<file path="src/aia_div.sv">
// Restoring divider, unsigned 64 by 63 bits, one quotient bit per cycle.
module aia_div (
    input  logic        i_clk,
    input  logic        i_rst_n,
    input  logic        i_start,
    input  logic [63:0] i_num,
    input  logic [62:0] i_den,
    output logic        o_done,
    output logic [63:0] o_quo,
    output logic [63:0] o_rem
);
    logic [63:0] r_q;
    logic [63:0] r_r;
    logic [62:0] r_d;
    logic [6:0]  r_cnt;
    logic        r_busy;
    logic        r_done;
    logic [64:0] w_sh;

    assign w_sh = {r_r, r_q[63]};

    always_ff @(posedge i_clk) begin
        if (!i_rst_n) begin
            r_busy <= 1'b0;
            r_done <= 1'b0;
        end else begin
            r_done <= 1'b0;
            if (i_start) begin
                r_q    <= i_num;
                r_r    <= '0;
                r_d    <= i_den;
                r_cnt  <= 7'd64;
                r_busy <= 1'b1;
            end else if (r_busy) begin
                if (w_sh >= {2'b00, r_d}) begin
                    r_r <= 64'(w_sh - {2'b00, r_d});
                    r_q <= {r_q[62:0], 1'b1};
                end else begin
                    r_r <= w_sh[63:0];
                    r_q <= {r_q[62:0], 1'b0};
                end
                r_cnt <= r_cnt - 7'd1;
                if (r_cnt == 7'd1) begin
                    r_busy <= 1'b0;
                    r_done <= 1'b1;
                end
            end
        end
    end

    assign o_done = r_done;
    assign o_quo  = r_q;
    assign o_rem  = r_r;
endmodule

</file>
<file path="config.mk">
export PLATFORM = sky130hd
export DESIGN_NAME = aia_div
export DESIGN_NICKNAME = d
export VERILOG_FILES = /design/src/aia_div.sv
export SDC_FILE = /design/constraint.sdc
export NUM_CORES = 1
export LEC_CHECK = 0
export ABC_AREA = 1
export BUFFER_PORTS_ARGS = -buffer_cell sky130_fd_sc_hd__buf_2
export CORE_MARGIN = 2
export CORE_UTILIZATION = 45
export DETAILED_ROUTE_END_ITERATION = 16
export PLACE_DENSITY = 0.78
export SLEW_MARGIN = 40
export SYNTH_ARGS = -nofsm -noshare
export SYNTH_HDL_FRONTEND = slang
export SYNTH_SLANG_ARGS = --single-unit
export TNS_END_PERCENT = 1
</file>
<file path="constraint.sdc">
create_clock -name i_clk -period 4.5 [get_ports i_clk]
set_clock_uncertainty 0.05 [all_clocks]
set_input_delay 0.45 -clock i_clk [delete_from_list [all_inputs] [get_ports i_clk]]
set_output_delay 0.45 -clock i_clk [all_outputs]
set_load 0.01 [all_outputs]
</file>
# --- Yosys cells after proc, flatten, opt, wreduce, memory -nomap -nowiden ---
# Index checks and enable logic that the tools add are counted.
totals:
  out_inout_bits: 129
  ff_bits: 200
  input_bits: 130
  elab_cells: 26
classes:
  n_addsub: 2
  n_reduce_logical: 4
  n_lt_le_gt_ge: 1
  muxes: 10
  n_eq_ne: 1
  bitwise: 2
op_table:
  columns: ["op", "n"]
  rows:
  - ["2-to-1 mux 64 bit", 4]
  - [">= comparator 65 x 63 -> 1 bit", 1]
  - ["subtractor 64 x 63 -> 64 bit", 1]
  - ["equality test 7 x 1 -> 1 bit, second input constant", 1]
  - ["2-to-1 mux 7 bit", 1]
  - ["subtractor 7 x 1 -> 7 bit, second input constant", 1]
  - ["2-to-1 mux 1 bit", 5]
  - ["AND reduction 2 bit", 2]
  - ["OR reduction 3 bit", 1]
  - ["NOT 1 bit", 2]
  - ["nonzero test 2 bit", 1]

# --- Logic depth before layout (Yosys ltp) ---
logic_depth:
  depth_word: 4
  depth_mapped: 18
  ltp_nobuf: 18

# --- Least setup slack after synthesis ---
# No wires, ideal clock.
synth_path:
  path_kind: "input-to-reg"
  startpoint: "in i_start"
  endpoint: "reg r_q[0], in the netlist o_quo[0] (enable)"
  setup_slack_ns: 0.266
  path_stages: 3
  arrival_time_ns: 3.685
  setup_ns: 0.499
  n_path_buf: 1
  t_required_ns: 3.951
  path_cell_list: "clkbuf_1 nand2_1 nand2_1"
synth_between:
  elab_chain_len: 2
synth_lines:
  columns: ["element", "line_no", "source"]
  rows:
  - ["start: declaration", "5", "input logic i_start,"]
  - ["nonzero test 2 bit (no line)", null, null]
  - ["AND reduction 2 bit (no line)", null, null]
  - ["end signal: assignment", "29", "r_q <= i_num;"]
  - ["end signal: assignment", "37", "r_q <= {r_q[62:0], 1'b1};"]
  - ["end signal: assignment", "40", "r_q <= {r_q[62:0], 1'b0};"]
  - ["end: declaration", "12", "logic [63:0] r_q;"]
# Every way passes these cells.
# A chain may end at the register's enable or synchronous reset.

# --- Worst setup path in the final report ---
layout_path:
  startpoint: "reg r_r[55], in the netlist o_rem[55]"
  endpoint: "reg r_r[24], in the netlist o_rem[24], data pin"
layout_between:
  elab_chain_len: 3
layout_lines:
  columns: ["element", "line_no", "source"]
  rows:
  - ["start: declaration", "13", "logic [63:0] r_r;"]
  - ["start signal: assignment", "36", "r_r <= 64'(w_sh - {2'b00, r_d});"]
  - ["start signal: assignment", "39", "r_r <= w_sh[63:0];"]
  - [">= comparator 65 x 63 -> 1 bit", "35", "if (w_sh >= {2'b00, r_d}) begin"]
  - ["2-to-1 mux 64 bit", "35", null]
  - ["2-to-1 mux 64 bit", "34", "end else if (r_busy) begin"]
# Every way passes these cells. The select of a mux whose other input is x is not followed.

==> impl_metrics.py <==
metrics = {
    "synthesis": {
        "synth_common_cells": "910 x nand2_1, 424 x inv_1, 200 x nor2_1",
        "synth.distinct_cells": 41,
        "ys_seq_area_frac": 0.4040,
        "muxShareOfSynthArea": 0,
        "syn_inst": 2150,
        "ys_ff_latch": 200,
        "synth_top_area_frac": 0.4013,
        "syn_area_mm2": 0.01482,
        "synth_compound_area_frac": 0.02094,
        "yosysWarnings": 0,
        "ys_top_cells_by_area": "edfxtp_1 40%, nand2_1 23%, inv_1 11%, ha_1 5.5%, nor2_1 5.1%",
        "synth.avg_cell_area_um2": 6.891,
        "yosys.area_share.simple": 0.3709,
        "synth_edf_count": 198,
        "synth_xor_xnor_area_share": 0.01892,
        "synth_nets": 2346,
        "synthArstFlopShare": 0,
        "synthFlopType": "edfxtp_1",
        "synth_fa_ha_area_frac": 0.05624,
        "synthMostInstantiatedCell": "nand2_1",
        "synth_area_leader_cell": "edfxtp_1",
        "synth_top_family_by_area": "simple AND/OR/NAND/NOR gates",
    },
    "clock_network": {
        "clk_pin_slew_ns": 0.09,
        "cts_root_buf": "clkbuf_16",
        "h-tree-depth": 4,
        "hold_buffers": 0,
        "cts_setup_buffers": 0,
        "cts_tree": "done",
        "cts_buffer_depth": 2,
        "clock_sinks": 200,
        "clkLatencyLatePin_ns": 0.47,
        "cts_buffers": 17,
        "cts-resized-gates": 0,
    },
    "min_path": {
        "min_to": "r_d[5]$_DFFE_PP_",
        "holdCritStartpoint": "i_den[5]",
        "hold_class": "in -> reg",
        "whs_path_depth": 1,
    },
    "final_layout": {
        "drive_gt1_frac": 0.1541,
        "syn_to_final_growth_pct": 15.61,
        "antenna_cells": 0,
        "fillCellCount": 3261,
        "fin_area_mm2": 0.01713,
        "fin_nets": 2591,
    },
    "detailed_routing": {
        "num_vias": 13860,
        "drc": 0,
        "drt_wl_total_mm": 45.33,
        "dr.pass1.iters": 5,
        "vias_per_cell": 4.863,
        "drtIter0Drc": 1018,
        "wire_per_inst_um": 15.90,
        "dr_wl_met3_mm": 3.199,
        "met2WireLength_mm": 21.17,
        "highest_layer": "met5",
        "final_antenna_net_count": 0,
        "wl_met1_mm": 19.73,
    },
    "power_and_ir_drop": {
        "p_leak_nw": 9.455,
        "clkPwrFrac": 0.255,
        "p_int_w": 0.004033,
        "power_switching_w": 0.002626,
        "ir_drop_uv": 296.3,
        "p_comb_frac": 0.379,
        "swShare": 0.3944,
        "power.density_mw_per_mm2": 388.8,
        "pwr-share-seq": 0.367,
    },
    "floorplanning": {
        "dieArea_mm2": 0.03439,
        "start_util": 0.4566,
        "rows": 66,
        "die_x_um": 185.5,
        "io_pins": 259,
        "core_area_mm2": 0.03245,
        "die_h_um": 185.5,
    },
    "worst_setup_path": {
        "critPathRequiredTime_ns": 4.67,
        "r2r_slack_ns": 1.39,
        "crit_fanout": 43,
        "arrival_ns": 3.28,
        "reg2regPathDepth": 12,
        "criticalPathCategory": "reg -> reg",
        "r2r_end": "o_rem[24]$_SDFFCE_PP0P_",
        "worstReg2RegStart": "o_rem[55]$_SDFFCE_PP0P_",
        "worstSetupStartpointType": "register",
        "end_kind": "register",
    },
    "global_route": {
        "grt_usage": 0.2662,
        "grt_overflow": 0,
        "antenna_found_initial": 2,
        "grt_max_degree": 72,
        "grt_pass1_vias": 13240,
        "grt_pass1_wl_mm": 69.80,
    },
    "timing": {
        "worstMarginPinSlew_ns": 0.6877,
        "period_share": 0.6904,
        "finalHoldViolCount": 0,
        "fmax_mhz": 321.9,
        "fin_crit_ns": 3.107,
        "setup_tns_ns": 0,
        "maxSlewHeadroom": 0.5415,
        "drv_slew": 0,
        "rsz0062_at_grt": "no",
        "setup_viol": 0,
        "whs_ns": 0.1010,
    },
    "placement": {
        "portBuffers": 258,
        "placement.cell_area_mm2": 0.01647,
        "dp_hpwl_mm": 36.23,
        "gp_congestion": 1.093,
    },
    "job": {
        "drv_cap": 0,
    },
    "outcome": {
        "outcome": "completed",
    },
}
==> state kept, by name, indices dropped and copies added, names as in the netlist <==
register	count
o_quo	64
o_rem	64
r_d	63
r_cnt	7
o_done	1
r_busy	1
==> placed cells by master (no fill, tap or decap), types with 5 or more instances in the layout <==
master	n
inv_2	8
nor3_1	8
nor2_2	42
ha_1	65
xor2_1	31
nor2_1	200
clkbuf_16	17
nand2_1	909
buf_2	258
nand3_1	67
nand4_1	9
nand3b_1	50
edfxtp_1	198
a21oi_1	49
o21ai_0	9
clkinv_8	5
inv_1	423
nand2_2	9
==> stage by stage <==
step / worst slack, ns / util / total power [W] / std cells
floorplan: 0.2659 / - / 0.004210 / 2150
global placement: 1.520 / 0.5074 / 0.004935 / 2818
detailed placement: 1.461 / 0.5074 / 0.004973 / 2818
CTS: 1.453 / 0.5275 / 0.006669 / 2850
global route: 1.222 / 0.5278 / 0.007071 / 2850
finish: 1.393 / 0.5278 / 0.006659 / 2850
==> power by group through the flow <==
stage / clock (W) / sequential, W / combinational, W
6_report: 0.00170 / 0.00244 / 0.00252
5_1_grt: 0.00178 / 0.00246 / 0.00283
4_1_cts: 0.00172 / 0.00244 / 0.00250
3_5_place_dp: 0 / 0.00248 / 0.00249
3_3_place_gp: 0 / 0.00248 / 0.00246
2_1_floorplan: 0 / 0.00253 / 0.00168
==> cell families (layout without fill, tap and decap cells) <==
family | Yosys count | count (layout)
AO/OA/AOI/OAI | 61 | 61
adder cells (fa/ha/maj) | 66 | 66
AND/OR/NAND/NOR | 1319 | 1319
flip-flops | 200 | 200
buffers and inverters | 472 | 730
XOR/XNOR | 32 | 32
==> per-layer routing <==
layer / global-route usage / vias to the layer above
met4: 0.08698 / 4
met5: 0 / -
met2: 0.4528 / 507
met3: 0.05185 / 61
li1: - / 7012
met1: 0.3398 / 6276
==> critical path, stage by stage, from the launching register on <==
cell and delay (ns):
edfxtp_1 0.46, ha_1 0.40, a21oi_1 0.25, nand2_1 0.12, a21oi_1 0.23, nor2_1 0.06, nor2_1 0.16, nand3_2 0.11
inv_4 0.18, buf_4 0.47, nand3b_1 0.16, nand2_1 0.10, nor2_1 0.04
==> area by class of cell <==
type                       count  area, µm²  area share
clock buffer                  19      452.9     0.02644
clock inverter                13      198.9     0.01161
inverter                     434       1642     0.09584
multi-input combinational   1478       6935      0.4049
sequential                   200       5986      0.3495
tap                          442      553.0     0.03229
timing repair buffer         264       1361     0.07947
==> worst max-delay path by stage <==
| stage | startpoint | end | cells after the start |
|---|---|---|---|
| final | o_rem[55]$_SDFFCE_PP0P_ | o_rem[24]$_SDFFCE_PP0P_ | 12 |
| after global routing | o_rem[55]$_SDFFCE_PP0P_ | o_rem[34]$_SDFFCE_PP0P_ | 14 |
| after CTS | o_rem[55]$_SDFFCE_PP0P_ | o_rem[24]$_SDFFCE_PP0P_ | 14 |
| after detailed placement | o_rem[55]$_SDFFCE_PP0P_ | o_rem[24]$_SDFFCE_PP0P_ | 14 |
| after global placement | o_rem[51]$_SDFFCE_PP0P_ | o_rem[11]$_SDFFCE_PP0P_ | 14 |
| after floorplan | i_start | o_quo[0]$_DFFE_PP_ | 3 |
No activity file was read; power rests on OpenSTA's default activity.
