### config.mk
export PLATFORM = sky130hd
export DESIGN_NAME = aia_gcd
export DESIGN_NICKNAME = d
export VERILOG_FILES = /design/src/aia_gcd.sv
export SDC_FILE = /design/constraint.sdc
export NUM_CORES = 1
export LEC_CHECK = 0
export BUFFER_PORTS_ARGS = -buffer_cell sky130_fd_sc_hd__buf_4
export CAP_MARGIN = 10
export CORE_ASPECT_RATIO = 1.25
export CORE_MARGIN = 8
export CORE_UTILIZATION = 60
export DETAILED_ROUTE_END_ITERATION = 12
export GPL_TIMING_DRIVEN = 0
export PLACE_DENSITY_LB_ADDON = 0.15
export SYNTH_ARGS = -nofsm -noshare
export SYNTH_HDL_FRONTEND = slang
export SYNTH_SLANG_ARGS = --single-unit
### constraint.sdc
create_clock -name i_clk -period 5.23 [get_ports i_clk]
set_input_delay 0.523 -clock i_clk [delete_from_list [all_inputs] [get_ports i_clk]]
set_output_delay 0.523 -clock i_clk [all_outputs]
set_load 0.02 [all_outputs]
### src/aia_gcd.sv
// Binary gcd of two nonzero 31-bit values, one step per cycle.
module aia_gcd (
    input  logic        i_clk,
    input  logic        i_rst_n,
    input  logic        i_start,
    input  logic [30:0] i_x,
    input  logic [30:0] i_y,
    output logic        o_done,
    output logic [30:0] o_gcd
);
    logic [30:0] r_x, r_y;
    logic [4:0]  r_k;
    logic        r_busy;
    logic        r_done;

    always_ff @(posedge i_clk) begin
        if (!i_rst_n) begin
            r_busy <= 1'b0;
            r_done <= 1'b0;
        end else begin
            r_done <= 1'b0;
            if (i_start) begin
                r_x    <= i_x;
                r_y    <= i_y;
                r_k    <= '0;
                r_busy <= 1'b1;
            end else if (r_busy) begin
                if (r_x == r_y) begin
                    r_busy <= 1'b0;
                    r_done <= 1'b1;
                end else if (!r_x[0] && !r_y[0]) begin
                    r_x <= r_x >> 1;
                    r_y <= r_y >> 1;
                    r_k <= r_k + 5'd1;
                end else if (!r_x[0]) begin
                    r_x <= r_x >> 1;
                end else if (!r_y[0]) begin
                    r_y <= r_y >> 1;
                end else if (r_x > r_y) begin
                    r_x <= (r_x - r_y) >> 1;
                end else begin
                    r_y <= (r_y - r_x) >> 1;
                end
            end
        end
    end

    assign o_done = r_done;
    assign o_gcd  = r_x << r_k;
endmodule

Word level (Yosys, flattened, before mapping)
Cells that the tools add are included.
- bits of input ports: 65
- word-level logic and storage cells: 52
- register bits after elaboration: 69
- output and inout bits: 32
- equal/unequal tests: 5
- reductions and logical operators: 12
- $lt $le $gt $ge: 1
- shifts and indexed selects: 1
- muxes and demuxes: 21
- add/subtract/negate cells: 3
- bitwise gates (word level): 2
- operators by type and width (operator ; number):
    $mux W31 ; 14
    $sub A31 B31 Y31 ; 2
    $eq A31 B31 Y1 ; 1
    $gt A31 B31 Y1 ; 1
    $shl A31 B5 Y31 ; 1
    $mux W5 ; 3
    $reduce_and A5 Y1 ; 2
    $ne A4 B2 Y1 const B ; 2
    $reduce_and A4 Y1 ; 2
    $add A5 B1 Y5 const B ; 1
    $mux W1 ; 4
    $ne A4 B4 Y1 const B ; 1
    $reduce_bool A2 Y1 ; 2
    $reduce_and A3 Y1 ; 1
    $reduce_bool A3 Y1 ; 1
    $reduce_or A3 Y1 ; 1
    $logic_not A1 Y1 ; 2
    $ne A2 B2 Y1 const B ; 1
    $not A1 Y1 ; 2
    $logic_and A1 B1 Y1 ; 1

Depth between registers and ports, before layout
Gate-level depths: netlist of the first run.
- word-level depth: 8
- gate-level depth with buffers: 14
- gate-level depth less buffers: 12

Least setup slack after synthesis of the first run
Ideal clock, no wire load.
- kind: reg2reg
- from: reg r_x[4]
- to: reg r_x[10] (enable)
- stages on the path, launching flop included: 13
- setup slack: 1.795 ns
- required time: 4.838 ns
- arrival time: 3.043 ns
- buffers on the path: 1
- cells stage by stage: edfxtp_1 -> inv_1 -> ha_1 -> buf_2 -> nand2_1 -> a211o_1 -> a31o_2 -> o311ai_4 -> a31oi_1 -> o21bai_2 -> nand2_1 -> a21oi_1 -> o31a_1
- longest elaborated chain between the ends: 3
- RTL lines (element ; RTL line ; source):
    start: declaration ; 11 ; logic [30:0] r_x, r_y;
    start signal: assignment ; 23 ; r_x <= i_x;
    start signal: assignment ; 32 ; r_x <= r_x >> 1;
    start signal: assignment ; 36 ; r_x <= r_x >> 1;
    $gt A31 B31 Y1 or $eq A31 B31 Y1 (tied branches) ; 39, 28 ;
    $ne A4 B2 Y1 (no source line) or $ne A2 B2 Y1 (tied branches) ; - ;
    $reduce_and A5 Y1 (no source line) (*) ; - ;
Mark *: on every way between the ends. The rest lies on a longest branch, timed or not.
A chain may end at the register's enable or synchronous reset.

Final worst setup path of the first run
- from: reg r_x[13]
- to: reg r_x[13] (enable)
The elaborated chain is that of the path after synthesis.

==> reports/qor.csv, run 1 <==
stage,metric,value,unit
status,outcome,"complete, no violations",
clocking,cts_root_buf,clkbuf_16,
detailed_routing,vias,8491,
clocking,clockBufferDepth,2,
synth,syn_area,0.00829,mm2
synth,synth_top_flop_cell,edfxtp_1,
sta,clock.fmax,240,MHz
global_route,grt_usage,0.327,
final_layout,drive_gt1_frac,0.136,
detailed_routing,wl_per_cell,22.0,um
power_and_ir_drop,ir_drop,0.000140,V
global_route,grt_overflow_total,0,
synth,ys_seq_area_frac,0.247,
floorplan,fp.dieH,147,um
synth,avgSynthCellArea,7.93,um2
detailed_routing,vias_per_cell,6.37,
synth,ys_ff_latch,69,
synth,yosys.area.top_type,edfxtp_1,
placement,dp_hpwl,23.4,mm
final_layout,nFillCells,1220,
run,maxCapViolations,0,
worst_setup_path,critPathKind,register to register,
floorplan,start_util,0.608,
worst_setup_path,crit_fanout,21,
synth,yosys-top-cells-area,"edfxtp_1 (24%), ha_1 (9.8%), a21oi_1 (6.3%)",
floorplan,core_region_area,0.0136,mm2
synth,syn-num-nets,1178,
floorplan,die_area,0.0179,mm2
sta,fin_crit_sh,0.798,
global_route,grt_first_pass_wirelength,45.6,mm
sta,rsz0062_at_grt,false,
placement,pre_cts_ws,1200,ps
sta,worst_pin_slew,990,ps
final_layout,antenna_cells,0,
detailed_routing,routed_wl,29.4,mm
final_layout,fin_nets,1285,
sta,setup_tns,0,ps
clocking,cts_sinks,69,
sta,setup_viol,0,
floorplan,fp.dieW,121,um
detailed_routing,route.detailed.drc,0,
clocking,htreeDepth,3,
worst_setup_path,crit_path_end_kind,register,
synth,synth_edf_count,67,
min_path,hold_class,input pin to register,
synth,synthCells,1046,
sta,skew,10.9,ps
synth,synthDistinctLibCells,75,
sta,final_max_slew_viol_count,0,
global_route,grt_antenna_before_repair,0,
sta,period_minus_slack,4170,ps
power_and_ir_drop,p_leak,0.00428,uW
synth,yosysMostFrequentCell,nand2_1,
worst_setup_path,crit_arrival,4210,ps
global_route,grt_max_degree,31,
clocking,hold_buffers,0,
detailed_routing,drtIter0Drc,892,
worst_setup_path,cp.required,5270,ps
clocking,clk_pin_slew_worst_paths,60,ps
sta,fin_ws,1060,ps
clocking,cts-resized-gates,0,
floorplan,ios,97,
detailed_routing,antenna_left,0,
worst_setup_path,critPathLaunchType,register,
power_and_ir_drop,p_per_area,255,mW/mm2
global_route,grt_pass1_vias,8430,
clocking,cts_tree,built,
sta,max-slew-margin-rel,0.340,
clocking,cts_buffers,9,
detailed_routing,dr.pass1.iters,5,
synth,yosysWarnings,0,
final_layout,syn_to_final_growth,14.8,%
synth,async_flop_share,0,
synth,synth_top_cell_area_share,0.243,
floorplan,rows,48,
synth,synth_common_cells,"nand2_1 (115), inv_1 (109), a21oi_1 (105)",
placement,gp_congestion,1.02,
clocking,cts_setup_buffers,0,
sta,hold_viol,0,
placement,port_buffers,95,
clocking,clk_latency,350,ps
through the flow:
stage          instance area [um2]  instances  utilization  hold WS [ps]  total power, uW
2_1_floorplan                 8290       1046            -           410             1480
3_3_place_gp                  9220       1316        0.677           415             1790
3_5_place_dp                  9240       1317        0.678           426             1800
4_1_cts                       9520       1333        0.698           422             2400
5_1_grt                       9520       1333        0.698           425             2540
6_report                      9520       1333        0.698           430             2430
placed cells by master (no fill, tap or decap), types with 5 or more instances in the layout:
| cell type | instances |
|---|---|
| o221ai_1 | 10 |
| clkbuf_16 | 9 |
| buf_4 | 97 |
| a221o_1 | 7 |
| ha_1 | 65 |
| a21o_1 | 30 |
| inv_1 | 109 |
| a22oi_1 | 12 |
| nor3_1 | 13 |
| o21bai_1 | 10 |
| xnor2_1 | 39 |
| mux2_2 | 9 |
| and2_1 | 5 |
| o22ai_1 | 7 |
| o31a_1 | 5 |
| nor2b_1 | 8 |
| nand2_1 | 115 |
| o31ai_1 | 6 |
| clkbuf_1 | 56 |
| o21a_1 | 12 |
| o211a_1 | 6 |
| nor2_1 | 72 |
| mux2i_1 | 32 |
| xor2_1 | 18 |
| buf_1 | 10 |
| nand3_1 | 12 |
| o21ai_1 | 13 |
| a211oi_1 | 7 |
| a31oi_1 | 8 |
| nand2b_1 | 9 |
| o21ai_0 | 52 |
| edfxtp_1 | 67 |
| mux4_2 | 6 |
| nand4_1 | 11 |
| a21oi_1 | 105 |
| a221oi_1 | 33 |
| buf_2 | 6 |
registers in the layout (all words and copies together), names as in the netlist:
signal and count:
r_busy 1, r_x 31, o_done 1, r_y 31, r_k 5
final cells by class:
type                       count  area (um2)  share of cell area
multi-input combinational    790        5510               0.578
sequential                    69        2050               0.216
timing repair buffer          96         728              0.0765
inverter                     112         420              0.0442
buffer                        75         313              0.0329
clock buffer                  13         260              0.0273
tap                          175         219              0.0230
clock inverter                 3        21.3             0.00223
worst max-delay path, stage by stage (launching register included):
cell and delay (ps):
edfxtp_1 490, inv_1 200, ha_1 340, clkbuf_1 410
nand4_1 400, o311ai_4 430, a31oi_1 260, o21bai_2 250
nand2_1 130, a21oi_1 160, o31a_1 510, buf_8 280
metal layers:
layer  GRT usage  wire length, um  vias to the layer above  part of all wire
li1            -                -                     3980                 -
met3      0.0630             2600                       93             0.088
met2       0.528            13700                      463              0.47
met4       0.176             1450                        0             0.049
met1       0.402            11600                     3955              0.40
met5           0                0                        -                 0
power breakdown:
group / leakage (uW) / switching, uW / internal [uW]
Sequential: 0.000652 / 51.6 / 668
Clock: 0.000136 / 255 / 348
Combinational: 0.00349 / 673 / 432
Total: 0.00428 / 980 / 1450
logic make-up (layout without fill, tap and decap cells):
group                      count (synthesis)  after routing  synth area share
adders and majority gates                 67             67             0.103
xor gates and xnor gates                  57             57            0.0602
and+or+nand+nor                          262            262             0.140
DFF                                       69             69             0.247
muxes                                     47             47            0.0672
buffers and inverters                    187            299            0.0884
AOI/OAI and AO/OA                        357            357             0.294
final timing paths:
| kind | startpoint | endpoint | slack, ps | cells after the start |
|---|---|---|---|---|
| worst min register to register | r_busy | o_done | 440 | 2 |
| worst max register to register | r_x[13] | r_x[13] | 1060 | 11 |
| worst max-delay path | r_x[13] | r_x[13] | 1060 | 11 |
| worst min-delay path | i_rst_n | o_done | 430 | 3 |
Power figures use the tool's default switching activity.
==> inputs of run 2 (changes only) <==
==> constraint.sdc (replaced) <==
create_clock -name i_clk -period 4 [get_ports i_clk]
set_input_delay 0.4 -clock i_clk [delete_from_list [all_inputs] [get_ports i_clk]]
set_output_delay 0.4 -clock i_clk [all_outputs]
set_load 0.02 [all_outputs]
==> run 2 against run 1 <==
  * Fmax increased by 8.2%
  * Count of clock-buffer cells in the layout stayed put
  * Highest routed layer unchanged
  * Sequential cell count unchanged
==> reports/qor.csv, run 2 (synthesis gave the netlist of run 1 again) <==
stage,metric,value,unit,change
final_layout,fin_nets,1280,,-0.39%
sta,rsz0062_at_grt,false,,
worst_setup_path,r2r_start,r_x[12],,
floorplan,rows,48,,unchanged
final_layout,layout_commonest_cell,nand2_1,,
final_layout,nFillCells,1215,,-0.41%
floorplan,fp.dieH,147,um,unchanged
detailed_routing,route.detailed.drc,0,,unchanged
final_layout,multi_input_area,0.00553,mm2,+0.36%
detailed_routing,vias,8518,,+0.32%
power_and_ir_drop,p_leak,0.00429,uW,+0.16%
global_route,grt_overflow_total,0,,unchanged
clocking,clk_latency,350,ps,about the same
final_layout,syn_to_final_growth,14.9,%,about the same
final_layout,final_cell_mix,"nand2_1 (115), inv_1 (109), a21oi_1 (105)",,
global_route,grt_usage,0.327,,unchanged
clocking,clk_pin_slew_worst_paths,60,ps,about the same
sta,clock.fmax,259,MHz,+8.2%
detailed_routing,dr.pass1.iters,5,,unchanged
detailed_routing,drtIter0Drc,920,,+3.1%
final_layout,drive_gt1_frac,0.140,,+0.00406
floorplan,core_region_area,0.0136,mm2,unchanged
clocking,clockBufferDepth,2,,unchanged
power_and_ir_drop,comb_power_share,0.455,,about the same
detailed_routing,wl_per_cell,22.1,um,+0.22%
power_and_ir_drop,pwr-share-clk,0.249,,about the same
floorplan,ios,97,,unchanged
floorplan,fp.dieW,121,um,unchanged
global_route,grt_antenna_before_repair,0,,unchanged
placement,gp_congestion,1.02,,unchanged
worst_setup_path,critPathKind,register to register,,
sta,setup_tns,0,ps,unchanged
power_and_ir_drop,p_per_area,334,mW/mm2,+31%
global_route,grt_pass1_vias,8430,,unchanged
status,outcome,"complete, no violations",,
worst_setup_path,crit_fanout,21,,unchanged
power_and_ir_drop,finalPower,3180,uW,+31%
sta,period_minus_slack,3860,ps,-316 ps
clocking,cts_root_buf,clkbuf_16,,
clocking,cts_sinks,69,,unchanged
final_layout,largestRegisters,"r_x (31), r_y (31), r_k (5)",,
detailed_routing,antenna_left,0,,unchanged
worst_setup_path,crit_chain,"inv_1, ha_1, nand2_1, nor3_1, and3_1, nand4b_1, and2_1, o21ai_0, inv_1, o31a_2, buf_8",,
min_path,hold_class,input pin to register,,
placement,port_buffers,95,,unchanged
placement,dpl_cell_area,0.00924,mm2,unchanged
placement,dp_hpwl,23.4,mm,unchanged
final_layout,final_cell_area,0.00953,mm2,about the same
power_and_ir_drop,swShare,0.404,,about the same
sta,skew,8.61,ps,-2.33 ps
clocking,cts_tree,built,,
worst_setup_path,startpoint,r_x[12],,
sta,max-slew-margin-rel,0.332,,-0.00759
worst_setup_path,cpPeakStageDelay,540,ps,+30 ps
global_route,grt_max_degree,31,,unchanged
worst_setup_path,crit_path_end_kind,register,,
power_and_ir_drop,ir_drop,0.000183,V,+31%
clocking,htreeDepth,3,,unchanged
clocking,cts_buffers,9,,unchanged
power_and_ir_drop,intPower,1900,uW,+31%
power_and_ir_drop,power.switching,1280,uW,+31%
run,maxCapViolations,0,,unchanged
sta,final_max_slew_viol_count,0,,unchanged
floorplan,die_area,0.0179,mm2,unchanged
worst_setup_path,critPathLaunchType,register,,
worst_setup_path,cp_common_cell,inv_1,,
sta,worst_pin_slew,1000,ps,+11.4 ps
sta,setup_viol,0,,unchanged
global_route,grt_first_pass_wirelength,45.6,mm,unchanged
sta,hold_viol,0,,unchanged
min_path,hp-start,i_rst_n,,
worst_setup_path,cp.required,4100,ps,-1170 ps
worst_setup_path,cp_slowest_cell,ha_1,,
floorplan,start_util,0.608,,unchanged
detailed_routing,vias_per_cell,6.41,,+0.62%
sta,fin_crit_sh,0.964,,+0.166
final_layout,register_area,0.00205,mm2,unchanged
detailed_routing,routed_wl,29.4,mm,about the same
worst_setup_path,crit_arrival,3950,ps,-260 ps
power_and_ir_drop,seq_power_share,0.296,,about the same
[run 2: path summary, 6_finish.rpt]
kind             end  slack (ps)  cells after the start
max          r_x[29]         140                     11
min           o_done         300                      3
max reg2reg  r_x[29]         140                     11
min reg2reg   o_done         440                      2
[run 2: power groups by stage]
stage	sequential (uW)	combinational (uW)	clock, uW
final	941	1450	792
after global routing	945	1580	805
after CTS	937	1420	784
after detailed placement	953	1410	0
after global placement	952	1390	0
after floorplan	925	1010	0
[run 2: layout make-up]
cell class | instances | share of cell area
clock buffers | 13 | 0.0273
repair buffers | 96 | 0.0764
diodes | 1 | 0.000263
flip-flops and latches | 69 | 0.215
clock inverters | 3 | 0.00223
multi-input cells | 790 | 0.580
plain buffers | 70 | 0.0310
inverters | 112 | 0.0441
well taps | 175 | 0.0230
[run 2: layer usage]
metal  track usage  share of wire  up-vias
li1              -              -     3980
met1         0.402           0.40     3989
met2         0.528           0.47      458
met3        0.0630          0.086       91
met4         0.176          0.049        0
met5             0              0        -
[run 2: stage by stage]
stage,hold WS (ps),instances,setup WS (ps),utilization
2_1_floorplan,410,1046,565,-
3_3_place_gp,415,1316,-457,0.677
3_5_place_dp,426,1317,-27.1,0.678
4_1_cts,299,1333,122,0.699
5_1_grt,302,1328,23.5,0.699
6_report,301,1329,143,0.699
[run 2: worst max-delay path, delay by kind of cell (launching register included)]
| family | cells | cell delay (ps) |
|---|---|---|
| buffers and inverters | 3 | 520 |
| adders and majority gates | 1 | 540 |
| and+or+nand+nor | 5 | 1440 |
| AOI/OAI and AO/OA | 2 | 590 |
| DFF | 1 | 520 |
[run 2: repair_timing]
action,CTS,global route
endpoints found under the setup margin,21,62
resized for setup,1,5
hold buffers,0,0
buffers inserted,0,0
pin swaps,0,1
